File: config.mk
export PLATFORM = sky130hd
export DESIGN_NAME = gec_color_pick
export DESIGN_NICKNAME = d
export VERILOG_FILES = /design/src/rtl/gec_color_pick.sv
export SDC_FILE = /design/constraint.sdc
export NUM_CORES = 1
export LEC_CHECK = 0
export ABC_CLOCK_PERIOD_IN_PS = 2100
export BUFFER_PORTS_ARGS = -buffer_cell sky130_fd_sc_hd__buf_2
export CORE_MARGIN = 5
export CORE_UTILIZATION = 30
export DETAILED_ROUTE_END_ITERATION = 16
export PLACE_DENSITY = 0.79
export SLEW_MARGIN = 20
export SYNTH_ARGS = -nofsm -noshare
export SYNTH_HDL_FRONTEND = slang
export SYNTH_SLANG_ARGS = --single-unit
File: constraint.sdc
create_clock -name vclk -period 2.1
set_clock_uncertainty 0.2 [all_clocks]
set_input_delay 0.105 -clock vclk [all_inputs]
set_output_delay 0.105 -clock vclk [all_outputs]
set_load 0.02 [all_outputs]
File: src/rtl/gec_color_pick.sv
module gec_color_pick #(
  parameter int COLOR_COUNT = 32,
  parameter int IDX_W       = 5
) (
  input  logic [COLOR_COUNT-1:0] used_a,
  input  logic [COLOR_COUNT-1:0] used_b,
  output logic [COLOR_COUNT-1:0] pick_bit,
  output logic [IDX_W-1:0]       pick_idx,
  output logic                   none_free
);

  logic [COLOR_COUNT-1:0] free;

  assign free      = ~(used_a | used_b);
  // isolate lowest free color
  assign pick_bit  = free & (~free + COLOR_COUNT'(1));
  assign none_free = (free == '0);

  always_comb begin
    pick_idx = '0;
    for (int i = 0; i < COLOR_COUNT; i++) begin
      if (pick_bit[i]) begin
        pick_idx = pick_idx | IDX_W'(i);
      end
    end
  end

endmodule

==> flow_summary.toml, run 1 <==
[setup_path]
critPathRequiredTime_ns = 1.79
critPathMaxStageDelay_ns = 0.41
crit_path_start_kind = "input port"
cp_slowest_cell = "or3b_4"
crit_family = "simple AND/OR/NAND/NOR gates"
crit_start = "used_a[11]"
crit_path_end_kind = "output pin"
crit_path_cell_trace = "buf_2 > o22ai_2 > or3b_4 > nor2_4 > nand2b_4 > or3_4 > nor4_4 > nand4b_1 > buf_6"
critPathArrivalTime_ns = 1.85
worst-setup-path-type = "input port to output pin"
crit_path_max_fanout = 3
path_buf_inv = 2

[die]
fp.dieW_um = 60.61
dieArea_mm2 = 0.003673
initial_utilization_pct = 31.29
io_pins = 102
core_mm2 = 0.002455
rows = 18
die_y_um = 60.61

[layout]
final_nets = 346
clockBufferCount = 0
area_delta_synth_final_pct = 162.1
layout_commonest_cell = "buf_2"
final-seq-area_um2 = 0
antenna_cells = 0
post-route-util_pct = 82.01
drive_gt1_share_pct = 67.86
layout_common_cells = "85 x buf_2, 44 x buf_4, 35 x nor2_1"
design.seq.count = 0

[run_status]
violations = "negative setup slack"
status = "finished, violations left"

[pwr]
ir_drop_v = 0.0001325
p_leak_nw = 1.006
p_total_mw = 0.3722
powerDensity_mw_per_mm2 = 184.9

[placed_design]
port_buffers = 102
hpwl_um = 3639
gp_congestion = 0.9603
dp_slack_ns = -0.2470

[timing]
worstMarginPinSlew_ns = 0.6255
worst_slack_ns = -0.05424
fmax_ghz = 0.4642
max-slew-margin-rel_pct = 57.91
slew_violations = 0
grt_setup_unrepaired = "true"
holdWs_ns = 0.2913
tns_ns = -0.2243
setup_viol = 6
min_period_over_period_pct = 102.6
final_hold_viol_count = 0
fin_crit_ns = 2.154

[detailed_routing]
drc = 0
drt_wl_total_um = 5166
drt_iter0_markers = 67
avgViaCountPerCell = 5.713
wl_per_cell_um = 16.66
vias = 1771
drtAntennaViolNets = 0
dr.pass1.iters = 4

[global_routing]
grt_use_total_pct = 25.38
grt_pass1_vias = 1700
grt_pass1_wl_um = 7348
grt_max_degree = 12
antenna_found_initial = 0
overflow = 0

[synth]
synth_cells = 140
synth_nets = 204
syn_area_um2 = 768.2
synth_area_per_cell_um2 = 5.487
synth.distinct_cells = 31
synth_seq_area_share_pct = 0
yosys_warnings = 0

[worst_hold_path]
hold_path.class = "input port to output pin"
hold_start = "used_a[8]"

[job]
cap_violations = 0
## cell usage after synthesis
master	count	area, µm²
nand3_1	4	20.02
nand2_1	4	15.01
nand4b_1	3	26.28
or2_2	5	31.28
nand3b_1	2	15.01
or3b_1	1	8.760
o22ai_1	7	43.79
or4_1	1	7.510
nor4_4	1	21.27
a211oi_1	2	15.01
o21bai_1	1	7.510
or3_4	1	11.26
nand4_1	2	12.51
nand2b_1	3	18.77
nor3b_1	1	7.510
a21oi_1	5	25.02
or3_1	3	18.77
o31ai_1	1	7.510
o22a_1	1	8.760
nor2b_1	2	12.51
clkbuf_2	1	5.000
a31oi_1	1	6.260
nor3_1	19	95.09
buf_1	1	3.750
nor2_1	37	138.9
nor4_1	15	93.84
inv_1	2	7.510
o21ai_0	8	40.04
buf_2	2	10.01
nor4b_1	3	26.28
a21o_1	1	7.510
## through the flow
stage | cell area (µm²) | std cells
2_1_floorplan | 805.8 | 140
3_3_place_gp | 1613 | 307
3_5_place_dp | 1613 | 307
4_1_cts | 1904 | 308
5_1_grt | 2013 | 310
6_report | 2013 | 310
## layout make-up
| type | instances | area (µm²) |
|---|---|---|
| tap | 30 | 37.54 |
| inverter | 2 | 7.507 |
| multi-input combinational | 134 | 1040 |
| fill | 166 | 441.7 |
| timing repair buffer | 144 | 928.4 |
## report_power, final
group          switching (mW)  internal, mW
logic                   0.188         0.184
registers                   0             0
clock network               0             0
total                   0.188         0.184
## layer usage
metal,track usage (%),vias to the layer above,share of wire [%]
li1,-,820,-
met1,28.19,844,37
met2,47.33,91,54
met3,4.894,16,6.5
met4,9.288,0,2.5
met5,0,-,0
## worst min-delay path: cells and delay by family
kind | cells | cell delay (ns)
and+or+nand+nor | 1 | 0.04
buffers and inverters | 2 | 0.24
## timing repair
item                                    CTS  global route
hold buffers                              0             0
buffers inserted                          2             2
endpoints found under the setup margin   11            10
resized for setup                        54            18
pin swaps                                11             7
gates cloned                              0             0
## cells by family after synthesis
kind of cell / share of synthesized area, %
simple gates: 75.57
buf+inv: 3.420
compound gates: 21.01
## worst paths after layout
| path | to | slack [ns] | cells after the start |
|---|---|---|---|
| worst max-delay path | pick_idx[1] | -0.05 | 9 |
| worst min-delay path | pick_bit[8] | 0.29 | 3 |
Note: power is estimated with default switching activity, not from simulation.
==> run 2: changes to the inputs <==
Settings changed: ABC_AREA set to 1, CORE_UTILIZATION 30 to 40.
==> flow_summary.toml, run 2 <==
[timing]
final_hold_viol_count = 0
grt_setup_unrepaired = "false"
fin_crit_ns = 1.728
setup_viol = 0
worstMarginPinSlew_ns = 0.3058
fmax_ghz = 0.5787
slew_violations = 0
max-slew-margin-rel_pct = 79.54
tns_ns = 0
min_period_over_period_pct = 82.29
holdWs_ns = 0.3170

[layout]
antenna_cells = 0
final-seq-area_um2 = 0
multiInputGateArea_mm2 = 0.001200
layout_commonest_cell = "buf_2"
drive_gt1_share_pct = 40.20
clockBufferCount = 0
layout_common_cells = "102 x buf_2, 88 x nor2_1, 63 x nand2_1"
design.seq.count = 0
final_cell_count_no_fill = 456
area_delta_synth_final_pct = 39.21
final_nets = 474
post-route-util_pct = 56.61
n_fill_cell = 403
finalInstanceArea_mm2 = 0.002026

[pwr]
p_leak_nw = 1.483
ir_drop_v = 0.0001025
powerDensity_mw_per_mm2 = 167.3

[die]
dieArea_mm2 = 0.004944
initial_utilization_pct = 40.66
rows = 22
fp.dieW_um = 70.32
die_y_um = 70.32
io_pins = 102
core_mm2 = 0.003578

[synth]
synth_seq_area_share_pct = 0
synth_compound_area_share_pct = 1.376
muxShareOfSynthArea_pct = 0
synth_top_family_by_area = "simple AND/OR/NAND/NOR gates"
yosysTopAreaCell = "nor2_1"
synth-xor-area-share_pct = 0
synth_area_per_cell_um2 = 4.755
synth_cells = 306
yosys.area_share.adder_pct = 0
synthSimpleGateAreaFrac_pct = 81.08
synth_common_cells = "88 x nor2_1, 63 x nand2_1, 58 x inv_1"
synth_top_cells_by_area = "nor2_1 23%, nand2_1 16%, inv_1 15%"
syn_area_mm2 = 0.001455
synthMostInstantiatedCell = "nor2_1"
yosys_warnings = 0
synth_top_area_share_pct = 22.70
synth.distinct_cells = 18
synth_nets = 370

[setup_path]
cp_slowest_cell = "nor2_2"
critPathArrivalTime_ns = 1.42
critPathMaxStageDelay_ns = 0.22
worst-setup-path-type = "input port to output pin"
crit_path_start_kind = "input port"
critPathRequiredTime_ns = 1.79
crit_path_cell_trace = "buf_2 > nor2_2 > inv_2 > nand2_1 > nor2_2 > nand3_2 > nor2_1 > nand2_1 > nand2_2 > nor2_1 > nand3_1 > buf_2"
crit_path_end_kind = "output pin"
crit_path_max_fanout = 3

[global_routing]
grt_use_total_pct = 19.70
overflow = 0
grt_max_degree = 5
antenna_found_initial = 0
grt_pass1_vias = 2032
grt_pass1_wl_um = 8507

[detailed_routing]
wl_per_cell_um = 11.05
vias = 2086
wl_met3_um = 372
drtAntennaViolNets = 0
dr.pass1.iters = 4
wl_met1_um = 2133
drt_iter0_markers = 63
top_layer_used = "met4"
dr_wl_met2_um = 2517
drt_wl_total_um = 5037
drc = 0
avgViaCountPerCell = 4.575

[placed_design]
dp.cells = 456
hpwl_um = 4578
port_buffers = 102
placedInstanceArea_mm2 = 0.002026
gp_congestion = 0.9724

[clocking]
postCtsResizedCells = 0
post_cts_buffers = 0
cts_hold_buf = 0

[worst_hold_path]
hold_path.class = "input port to output pin"

[job]
cap_violations = 0

[run_status]
status = "finished, final reports clean"
==> run 2: changes by cell type after synthesis, sizes merged, moves of 4 or more <==
cell and change:
a21oi -4, inv +66, nand2 +79, nand3 +26
nor2 +72, nor3 -17, nor4 -15, o21ai -5
o22ai -7, or2 -5, or3 -4
==> run 2: critical path: cells and delay by family <==
family	cells	cell delay, ns
and+or+nand+nor	9	0.94
buffers and inverters	3	0.36
==> run 2: cells by family (layout without fill, tap and decap cells) <==
kind of cell / after synthesis / in the layout
buf+inv: 68 / 170
compound gates: 4 / 4
simple gates: 234 / 234
==> run 2: worst paths after layout <==
| kind | from | end | slack (ns) | depth (start not counted) |
|---|---|---|---|---|
| min | used_b[0] | pick_bit[0] | 0.32 | 3 |
| max | used_b[2] | pick_idx[3] | 0.37 | 12 |
==> run 2: cell type report <==
class | instances | area share (%)
multi-input cells | 238 | 59.23
inverters | 68 | 12.60
repair buffers | 102 | 25.20
well taps | 48 | 2.965
==> run 2: power by group <==
group          switching (mW)  total (mW)  internal (mW)
combinational           0.213       0.339          0.126
clock                       0           0              0
sequential                  0           0              0
==> run 2: stage by stage <==
stage | power (mW) | setup slack [ns]
floorplan | 0.2207 | 0.6074
global placement | 0.3360 | 0.3861
detailed placement | 0.3373 | 0.3819
CTS | 0.3391 | 0.3797
global route | 0.3790 | 0.2193
finish | 0.3389 | 0.3720
==> run 2: per-layer routing <==
layer / up-vias / GRT usage [%]
li1: 1117 / -
met1: 890 / 22.82
met2: 77 / 38.77
met3: 2 / 2.878
met4: 0 / 1.489
met5: - / 0
