`config.mk`:
```
export PLATFORM = sky130hd
export DESIGN_NAME = gec_count_ram
export DESIGN_NICKNAME = d
export VERILOG_FILES = /design/src/rtl/gec_pkg.sv /design/src/rtl/gec_count_ram.sv
export SDC_FILE = /design/constraint.sdc
export NUM_CORES = 1
export LEC_CHECK = 0
export BUFFER_PORTS_ARGS = -buffer_cell sky130_fd_sc_hd__buf_2
export CAP_MARGIN = 20
export CORE_MARGIN = 1.5
export CORE_UTILIZATION = 45
export CTS_CLUSTER_DIAMETER = 150
export DETAILED_ROUTE_END_ITERATION = 10
export GPL_TIMING_DRIVEN = 0
export PLACE_DENSITY_LB_ADDON = 0.25
export SETUP_SLACK_MARGIN = 0.5
export SKIP_CTS_REPAIR_TIMING = 1
export SLEW_MARGIN = 20
export SYNTH_ARGS = -nofsm -noshare
export SYNTH_HDL_FRONTEND = slang
export SYNTH_SLANG_ARGS = --single-unit
```
`constraint.sdc`:
```
create_clock -name clk -period 2.6 [get_ports clk]
set_input_delay 0.52 -clock clk [delete_from_list [all_inputs] [get_ports clk]]
set_output_delay 0.52 -clock clk [all_outputs]
set_load 0.01 [all_outputs]
```
`src/rtl/gec_pkg.sv`:
```
package gec_pkg;

  localparam int NODE_W        = 12;
  localparam int COLOR_FIELD_W = 5;
  localparam int RANK_W        = 16;
  localparam int COUNT_W       = 17;
  localparam int COUNT_CAP     = (1 << COUNT_W) - 1;
  localparam int RANK_CAP      = (1 << RANK_W) - 1;

  typedef struct packed {
    logic [NODE_W-1:0] start_node;
    logic [NODE_W-1:0] end_node;
  } gec_in_t;

  typedef struct packed {
    logic [COLOR_FIELD_W-1:0] color;
    logic [RANK_W-1:0]        rank_in_color;
    logic                     overflow;
  } gec_out_t;

endpackage

```
`src/rtl/gec_count_ram.sv`:
```
module gec_count_ram
  import gec_pkg::*;
#(
  parameter int DEPTH  = 32,
  parameter int ADDR_W = 5
) (
  input  logic               clk,
  input  logic               rst,
  input  logic               rd_en,
  input  logic [ADDR_W-1:0]  rd_addr,
  output logic [COUNT_W-1:0] rd_data,
  input  logic               we,
  input  logic [ADDR_W-1:0]  wr_addr,
  input  logic [COUNT_W-1:0] wr_data
);

  logic [COUNT_W-1:0] mem [DEPTH];
  logic [DEPTH-1:0]   filled;
  logic               rd_filled;
  logic [COUNT_W-1:0] rd_raw;

  always_ff @(posedge clk) begin
    if (rst) begin
      filled <= '0;
    end else if (we) begin
      filled[wr_addr] <= 1'b1;
    end
  end

  always_ff @(posedge clk) begin
    if (we) begin
      mem[wr_addr] <= wr_data;
    end
    if (rd_en) begin
      rd_raw    <= mem[rd_addr];
      rd_filled <= filled[rd_addr];
    end
  end

  // entries never written read as zero
  assign rd_data = rd_filled ? rd_raw : '0;

endmodule

```
==> impl_results.md, run 1 <==
* Die height at 230 µm
* Mapped Cells at 1,363
* Vias per std cell at 5.55
* CTS root buffer: clkbuf_16
* Clock transition at path regs at 60 ps
* Clock power frac at 0.422
* Synth warn at 0
* Final setup viols at 0
* WHS Endpoint: filled[0]
* Switching share of power at 0.212
* Synth area leaders: edfxtp_1 (73%), mux2i_1 (12%), dfxtp_1 (2.8%)
* Max-cap violations at 0
* Fin nets at 1,533
* Crit Path Category: flop to output pin
* Row Count at 83
* Worst slew pin tran at 1010 ps
* #FFs+latches synth at 594
* Post-route DRC at 0
* Worst reg2reg setup slack at 830 ps
* Worst setup EP type: output pin
* Syn_nets at 1,394
* Post-DP HPWL at 37,100 µm
* Status: finished, final reports clean
* Via count at 12,368
* DRT iter0 DRCs at 1,088
* Startpoint Class: flop
* Commonest non-fill, non-tap cells in the layout: edfxtp_1 (562), mux2i_1 (288), buf_2 (74)
* Final hold slack at 193 ps
* Post-Syn Area at 23,300 µm²
* Total Power at 0.0204 W
* Largest net degree at the start of global routing at 33
* Leakage power at 9.48 nW
* Post-DP Area at 24,800 µm²
* Seq/Total Area, Yosys at 0.753
* Achievable clock frequency at 478 MHz
* Psw at 0.00433 W
* # port buffers at 46
* Min-Delay Path Depth at 2
* PnR worst setup slack at 507 ps
* Max rail drop VDD at 0.594 mV
* Setup WS pre-CTS at -303 ps
* Clock latency at the later pin of the worst-skew pair at 620 ps
* Vias in the first global route at 12,166
* Cell variety after synth at 28
* Internal power at 0.0161 W
* H-tree depth at 2
* Global-route wire length before repair at 79,900 µm
* Rel. slew slack at 0.325
* Commonest non-fill, non-tap cell in the layout: edfxtp_1
* Arrival time worst endpoint at 1570 ps
* Sequential share of power at 0.521
* Reg2reg path depth at 5
* Clock sinks at 594
* Inserted Clock Buffers at 58
* HP Class: primary input to flop
* Routed Antenna Nets at 0
* Post-synth EDFFs at 562
* Clock Path Buffers at 3
* Synth area leader: edfxtp_1
* Layout cells sized above 1 at 0.184
* Period utilization at 0.805
* Worst setup path start: rd_filled
* Die X at 230 µm
* Final Cell Area at 26,900 µm²
* Combinational Power Share at 0.058
* GRT overflow at 0
* GPL Wtd Cong at 0.839
* Syn-to-layout area delta at 15.6%
* Hold_sp: rst
* CTS tree: built
* DR WL/cell at 24.8 µm
* DIE AREA at 53,100 µm²
* FF-to-FF End: rd_raw[5]
* Avg Inst Size Synth at 17.1 µm²
* GRT Overall Usage at 0.209
* Pins Over Slew Limit at 0
* Initial Utilization at 0.455
* Top-area cell type share of the netlist area at 0.725
* Tmin final at 2090 ps
* Primary FF master, synth: edfxtp_1
* Critical Path RT at 2080 ps
* R2R Path Start: mem[3][5]
* Post-synth ARST share at 0
* Drt total wl at 55,300 µm
* Pwr/cell area at 760 nW/µm²
* RSZ-0062 raised after global routing: yes
* CP Max Fanout at 5
* TritonRoute pass-1 iters at 5
* Layout Skew at 16.9 ps
* Fill count at 4,095
* Final hold vios at 0
* Setup TNS at 0 ps
* Initial antenna violation count at 1
* # IOs at 48
* Total core area at 51,200 µm²
-- critical path, cell delays in order (launching register included) --
cell and delay [ps]:
edfxtp_1 390, buf_4 180, buf_6 130, and2_1 120, buf_2 130
-- through the flow --
stage          cells  utilization
3_3_place_gp    2089        0.476
2_1_floorplan   1363            -
5_1_grt         2229        0.525
4_1_cts         2225        0.523
6_report        2230        0.525
3_5_place_dp    2118        0.485
-- routing by layer --
metal	vias to the layer above	GRT usage	wire, µm
li1	5637	-	-
met1	6275	0.298	24800
met2	373	0.314	24800
met3	81	0.0426	3770
met4	2	0.0854	1960
met5	-	0	14
-- power groups by stage --
stage	Clock, W	Combinational (W)	Sequential (W)
finish	0.00862	0.00119	0.0106
global route	0.00909	0.00126	0.0106
CTS	0.00872	0.00116	0.0106
detailed placement	0	0.00116	0.0108
global placement	0	0.00112	0.0108
floorplan	0	0.000628	0.0108
-- cells in the mapped netlist, types with 3 or more instances --
master,count
edfxtp_1,562
mux2i_1,288
nor2_1,97
a22oi_1,72
nand3_1,38
nand2_1,37
a21oi_1,36
a22o_1,36
dfxtp_1,32
buf_2,29
buf_6,22
a31oi_1,18
and2_1,18
nand4_1,18
clkbuf_1,14
nor3_2,10
buf_4,8
nor3_1,8
nand3b_1,5
buf_8,3
or3b_2,3
-- cells by family (layout without fill, tap and decap cells) --
logic type	after synthesis	after routing	share of synthesized area
buf+inv	78	264	0.0240
flops	594	594	0.753
simple gates	241	241	0.0501
mux	288	288	0.124
other cells	0	1	0
compound gates	162	162	0.0494
-- state kept, by name (all words and copies together) (netlist names) --
signal and count:
filled 32, mem 544, rd_filled 1, rd_raw 17
-- worst max path at each step --
stage             endpoint  slack, ps  depth (start not counted)
2_1_floorplan   mem[12][0]        290                          3
4_1_cts        rd_data[10]        250                          3
6_report       rd_data[14]        510                          4
3_5_place_dp     rd_raw[7]       -300                          7
3_3_place_gp    mem[8][10]       -600                          4
5_1_grt        rd_data[14]        470                          4
-- final cells by class --
cell class / instances / area (µm²) / area share
flip-flops and latches: 594 / 17500 / 0.651
multi-input cells: 691 / 5340 / 0.199
clock buffers: 66 / 1500 / 0.0559
well taps: 680 / 851 / 0.0316
repair buffers: 79 / 661 / 0.0246
plain buffers: 78 / 567 / 0.0211
clock inverters: 41 / 454 / 0.0169
diodes: 1 / 2.50 / 0.0000930
(Power assumes the default switching activity.)
==> run 2: changes to the inputs <==
==> constraint.sdc (replaced) <==
create_clock -name clk -period 1.7 [get_ports clk]
set_input_delay 0.34 -clock clk [delete_from_list [all_inputs] [get_ports clk]]
set_output_delay 0.34 -clock clk [all_outputs]
set_load 0.01 [all_outputs]
==> run 2 against run 1 <==
Compared with the run above:
- the run now ends with setup timing left
- clock skew rose by 2.5 ps
- worst setup slack worse by 730 ps
- first-iteration DRC count rose by 20%
- via count increased by 2.3%
- clock power up 52%
- largest power group unchanged
==> impl_results.md, run 2 (same netlist as run 1, synthesis figures left out) <==
* Die X at 230 µm
* Via count at 12,649
* Wire length on met2 at 29,500 µm
* Leakage power at 9.78 nW
* Max layer used: met5
* # port buffers at 46
* Fin nets at 1,541
* Achievable clock frequency at 519 MHz
* Tmin final at 1930 ps
* Post-route DRC at 0
* # IOs at 48
* Final setup viols at 17
* H-tree depth at 2
* Syn-to-layout area delta at 20.0%
* DR WL/cell at 26.2 µm
* Die height at 230 µm
* Vias in the first global route at 12,184
* Routed Antenna Nets at 0
* Utilization after layout at 0.546
* Post-DP HPWL at 35,800 µm
* Top reg by flops: mem
* Crit Path Category: flop to output pin
* Critical Path RT at 1360 ps
* Row Count at 83
* GPL Wtd Cong at 0.858
* Status: finished with violations
* Reg2reg path depth at 5
* Initial Utilization at 0.455
* Commonest non-fill, non-tap cell in the layout: edfxtp_1
* Final hold vios at 0
* Max-cap violations at 0
* Drt total wl at 58,600 µm
* Failing checks: setup timing
* Rel. slew slack at 0.440
* RSZ-0062 raised after global routing: yes
* CTS tree: built
* HP Class: primary input to flop
* Vias per std cell at 5.65
* Met1 WL at 24,000 µm
* FF-to-FF End: rd_raw[4]
* Worst reg2reg setup slack at 230 ps
* DRT iter0 DRCs at 1,311
* Setup WS pre-CTS at -1020 ps
* Global-route wire length before repair at 82,100 µm
* Inserted Clock Buffers at 58
* Max rail drop VDD at 0.706 mV
* Startpoint Class: flop
* Worst setup EP type: output pin
* Worst slew pin tran at 840 ps
* CP Max Fanout at 10
* Arrival time worst endpoint at 1590 ps
* Clock Path Buffers at 3
* Clock transition at path regs at 60 ps
* Initial antenna violation count at 6
* Largest regs: mem (544), filled (32), rd_raw (17)
* Worst setup path start: rd_filled
* Critical Path End: rd_data[7]
* Layout cells sized above 1 at 0.220
* Largest net degree at the start of global routing at 33
* Pins Over Slew Limit at 0
* CTS root buffer: clkbuf_16
* Layout Skew at 19.3 ps
* Max reg flops at 544
* Total core area at 51,200 µm²
* Pwr/cell area at 1120 nW/µm²
* GRT Overall Usage at 0.217
* TritonRoute pass-1 iters at 5
* R2R Path Start: mem[1][4]
* Commonest non-fill, non-tap cells in the layout: edfxtp_1 (562), mux2i_1 (288), a22oi_1 (67)
* GRT overflow at 0
* DIE AREA at 53,100 µm²
* PnR worst setup slack at -227 ps
* Period utilization at 1.13
* Clock sinks at 594
* DR WL met3 at 3640 µm
* Clock latency at the later pin of the worst-skew pair at 620 ps
-- run 2: cell count changes in the layout (fill, tap and decap cells not counted), sizes merged --
| cell | before | now |
|---|---|---|
| dlygate4sd3 | 0 | 1 |
| inv | 1 | 2 |
| diode | 1 | 2 |
| clkinv | 27 | 24 |
| clkinvlp | 3 | 1 |
| bufinv | 10 | 8 |
| clkbuf | 80 | 94 |
-- run 2: critical path, cell delays in order (launching register included) --
cell	delay (ps)
edfxtp_1	510
buf_6	190
and2_1	130
buf_2	130
-- run 2: cell type report --
| cell class | instances | area, µm² |
|---|---|---|
| flip-flops and latches | 594 | 17500 |
| repair buffers | 87 | 937 |
| clock buffers | 73 | 1580 |
| diodes | 2 | 5.00 |
| well taps | 680 | 851 |
| fillers | 3911 | 23300 |
| plain buffers | 78 | 711 |
| multi-input cells | 691 | 5960 |
| clock inverters | 35 | 369 |
-- run 2: how the worst min path moves through the flow --
stage,start,to,slack [ps],cells past startpoint
2_1_floorplan,rst,filled[0],410,1
3_3_place_gp,filled[30],filled[30],450,2
3_5_place_dp,filled[2],filled[2],460,2
4_1_cts,rst,filled[0],-80,2
5_1_grt,rd_en,rd_raw[7],200,1
6_report,rd_en,rd_filled,200,1
-- run 2: per-stage QoR --
step	hold slack (ps)	instances	power [W]	area, µm²	setup TNS (ps)
after floorplan	412	1363	0.0176	23600	-14240
after global placement	449	2089	0.0184	24700	-294170
after detailed placement	459	2089	0.0184	24700	-309750
after CTS	-81.7	2197	0.0313	26600	-58560
after global routing	199	2238	0.0322	27900	-3970
final	195	2240	0.0314	27900	-3370
-- run 2: per-layer routing --
metal  track usage  vias to the layer above
li1              -                     5642
met1         0.283                     6494
met2         0.363                      416
met3        0.0408                       89
met4        0.0786                        8
met5             0                        -
-- run 2: power by group --
| part | switching [W] | total [W] | internal (W) |
|---|---|---|---|
| combinational | 0.00134 | 0.00206 | 0.000719 |
| sequential | 0.0000540 | 0.0163 | 0.0162 |
| clock | 0.00533 | 0.0131 | 0.00775 |
| total | 0.00672 | 0.0314 | 0.0247 |
==> run 3: changes to the inputs <==
--- a/config.mk
+++ b/config.mk
@@ -11,7 +11,7 @@
 export CORE_UTILIZATION = 45
 export CTS_CLUSTER_DIAMETER = 150
 export DETAILED_ROUTE_END_ITERATION = 10
-export GPL_TIMING_DRIVEN = 0
+export GPL_TIMING_DRIVEN = 1
 export PLACE_DENSITY_LB_ADDON = 0.25
 export SETUP_SLACK_MARGIN = 0.5
 export SKIP_CTS_REPAIR_TIMING = 1
==> run 3 against run 2 <==
Compared with the run above:
- the run still ends with setup timing left
- register-to-register slack got worse by 100 ps
- highest routed layer is now met4
- final cell count up 1.4%
- non-clock buffer count increased by 33
- first-iteration DRC count shrank 30%
- utilization rose by 0.57 points
- count of clock-buffer cells in the layout rose by 14
- clock skew decreased by 3.4 ps
- worst setup slack got worse by 9.1 ps
==> impl_results.md, run 3 (same netlist as run 1, synthesis figures left out) <==
* Vias per std cell at 5.52
* Clock transition at path regs at 60 ps
* Clock latency at the later pin of the worst-skew pair at 620 ps
* Status: finished with violations
* Achievable clock frequency at 516 MHz
* Diodes inserted at 0
* Max rail drop VDD at 0.828 mV
* Post-DP HPWL at 34,500 µm
* WHS Endpoint: mem[11][12]
* FF-to-FF End: rd_raw[13]
* Worst slew pin tran at 702 ps
* Min-Delay Path Depth at 1
* Startpoint Class: flop
* Post-Layout Cell Count at 2,271
* # port buffers at 47
* Final setup viols at 17
* Buf/Inv on CP at 2
* Failing checks: setup timing
* DR WL met3 at 3180 µm
* Reg2reg path depth at 7
* Tmin final at 1940 ps
* Commonest non-fill, non-tap cell in the layout: edfxtp_1
* Largest net degree at the start of global routing at 48
* Global-route wire length before repair at 80,500 µm
* # IOs at 48
* Syn-to-layout area delta at 21.3%
* Rel. slew slack at 0.532
* DR WL/cell at 24.4 µm
* Post-route DRC at 0
* Crit-path leading delay family: flip-flops
* PnR worst setup slack at -236 ps
* GPL Wtd Cong at 0.814
* Max reg flops at 544
* Final hold slack at 145 ps
* Met1 WL at 24,000 µm
* DIE AREA at 53,100 µm²
* Initial Utilization at 0.455
* Worst reg2reg setup slack at 130 ps
* Pins Over Slew Limit at 0
* Hold_sp: wr_data[12]
* Via count at 12,542
* CTS root buffer: clkbuf_16
* Max layer used: met4
* CTS tree: built
* Largest regs: mem (544), filled (32), rd_raw (17)
* Fin nets at 1,574
* Layout Skew at 15.9 ps
* R2R Path Start: mem[7][13]
* Leakage power at 9.99 nW
* Die X at 230 µm
* Inserted Clock Buffers at 58
* Cell chain of the critical path: buf_6 > and2_4 > buf_6
* GRT Overall Usage at 0.207
* CP Max Fanout at 8
* Worst setup EP type: output pin
* Critical Path Most Common Cell: buf_6
* Die height at 230 µm
* Layout cells sized above 1 at 0.241
* Initial antenna violation count at 0
* Slowest cell on crit path: edfxtp_1
* Total core area at 51,200 µm²
* Arrival time worst endpoint at 1600 ps
* Top reg by flops: mem
* DRT iter0 DRCs at 915
* Max-cap violations at 0
* Final hold vios at 0
* Pwr/cell area at 1090 nW/µm²
* Vias in the first global route at 12,448
* Critical Path RT at 1360 ps
* Wire length on met2 at 26,400 µm
* Row Count at 83
* Crit Path Category: flop to output pin
* TritonRoute pass-1 iters at 5
* Crit-path max cell delay at 530 ps
* Commonest non-fill, non-tap cells in the layout: edfxtp_1 (562), mux2i_1 (287), buf_4 (82)
* Drt total wl at 55,400 µm
* H-tree depth at 2
* RSZ-0062 raised after global routing: yes
* Clock Path Buffers at 3
* HP Class: primary input to flop
* Period utilization at 1.14
* GRT overflow at 0
* Routed Antenna Nets at 0
* Placed insts at 2,153
* Clock sinks at 594
run 3: changes by cell type in the layout (fill, tap and decap cells not counted), moves of 12 or more:
cell    delta
and2_1    -14
and2_4    +13
buf_12    +23
buf_2     -26
buf_4     +63
nor2_2    +12
nor2_4    -12
run 3: cell type report:
type,instances,area [µm²]
Clock inverter,21,133
Timing Repair Buffer,198,2280
Tap cell,680,851
Fill cell,3936,23000
Multi-Input combinational cell,691,5750
Sequential cell,594,17500
Clock buffer,87,1680
run 3: worst register-to-register path: stages (launching register included):
cell      delay [ps]
edfxtp_1         360
mux2i_1          180
a22o_1           230
nor3_2            60
buf_4            150
a31oi_4          150
buf_6            130
nand3_2           50
run 3: power by group:
part,internal (W),switching [W],total [W],leakage (nW)
Clock,0.00695,0.00530,0.0122,0.896
Combinational,0.000863,0.00124,0.00210,3.76
Sequential,0.0162,0.0000827,0.0163,5.34
Total,0.0240,0.00662,0.0307,9.99
run 3: routing by layer:
| layer | GRT usage | vias up |
|---|---|---|
| li1 | - | 5716 |
| met1 | 0.279 | 6393 |
| met2 | 0.336 | 347 |
| met3 | 0.0421 | 86 |
| met4 | 0.0721 | 0 |
| met5 | 0 | - |
run 3: worst max path at each step:
| stage | start | endpoint | slack [ps] | cells past startpoint |
|---|---|---|---|---|
| floorplan | wr_addr[0] | mem[14][0] | -70 | 2 |
| global placement | rd_addr[0] | rd_raw[8] | -570 | 8 |
| detailed placement | rd_addr[0] | rd_raw[8] | -570 | 8 |
| CTS | rd_filled | rd_data[10] | -290 | 3 |
| global route | rd_filled | rd_data[10] | -300 | 3 |
| finish | rd_filled | rd_data[2] | -240 | 3 |
run 3: per-stage QoR:
step | cell area, µm² | util | setup TNS (ps) | worst slack (ps) | power, W
4_1_cts | 27700 | 0.540 | -4400 | -293 | 0.0307
5_1_grt | 28200 | 0.551 | -4830 | -295 | 0.0316
3_5_place_dp | 25800 | 0.505 | -6800 | -570 | 0.0185
2_1_floorplan | 23600 | - | -14240 | -74.9 | 0.0176
3_3_place_gp | 25800 | 0.505 | -5770 | -572 | 0.0185
6_report | 28200 | 0.551 | -3850 | -236 | 0.0307
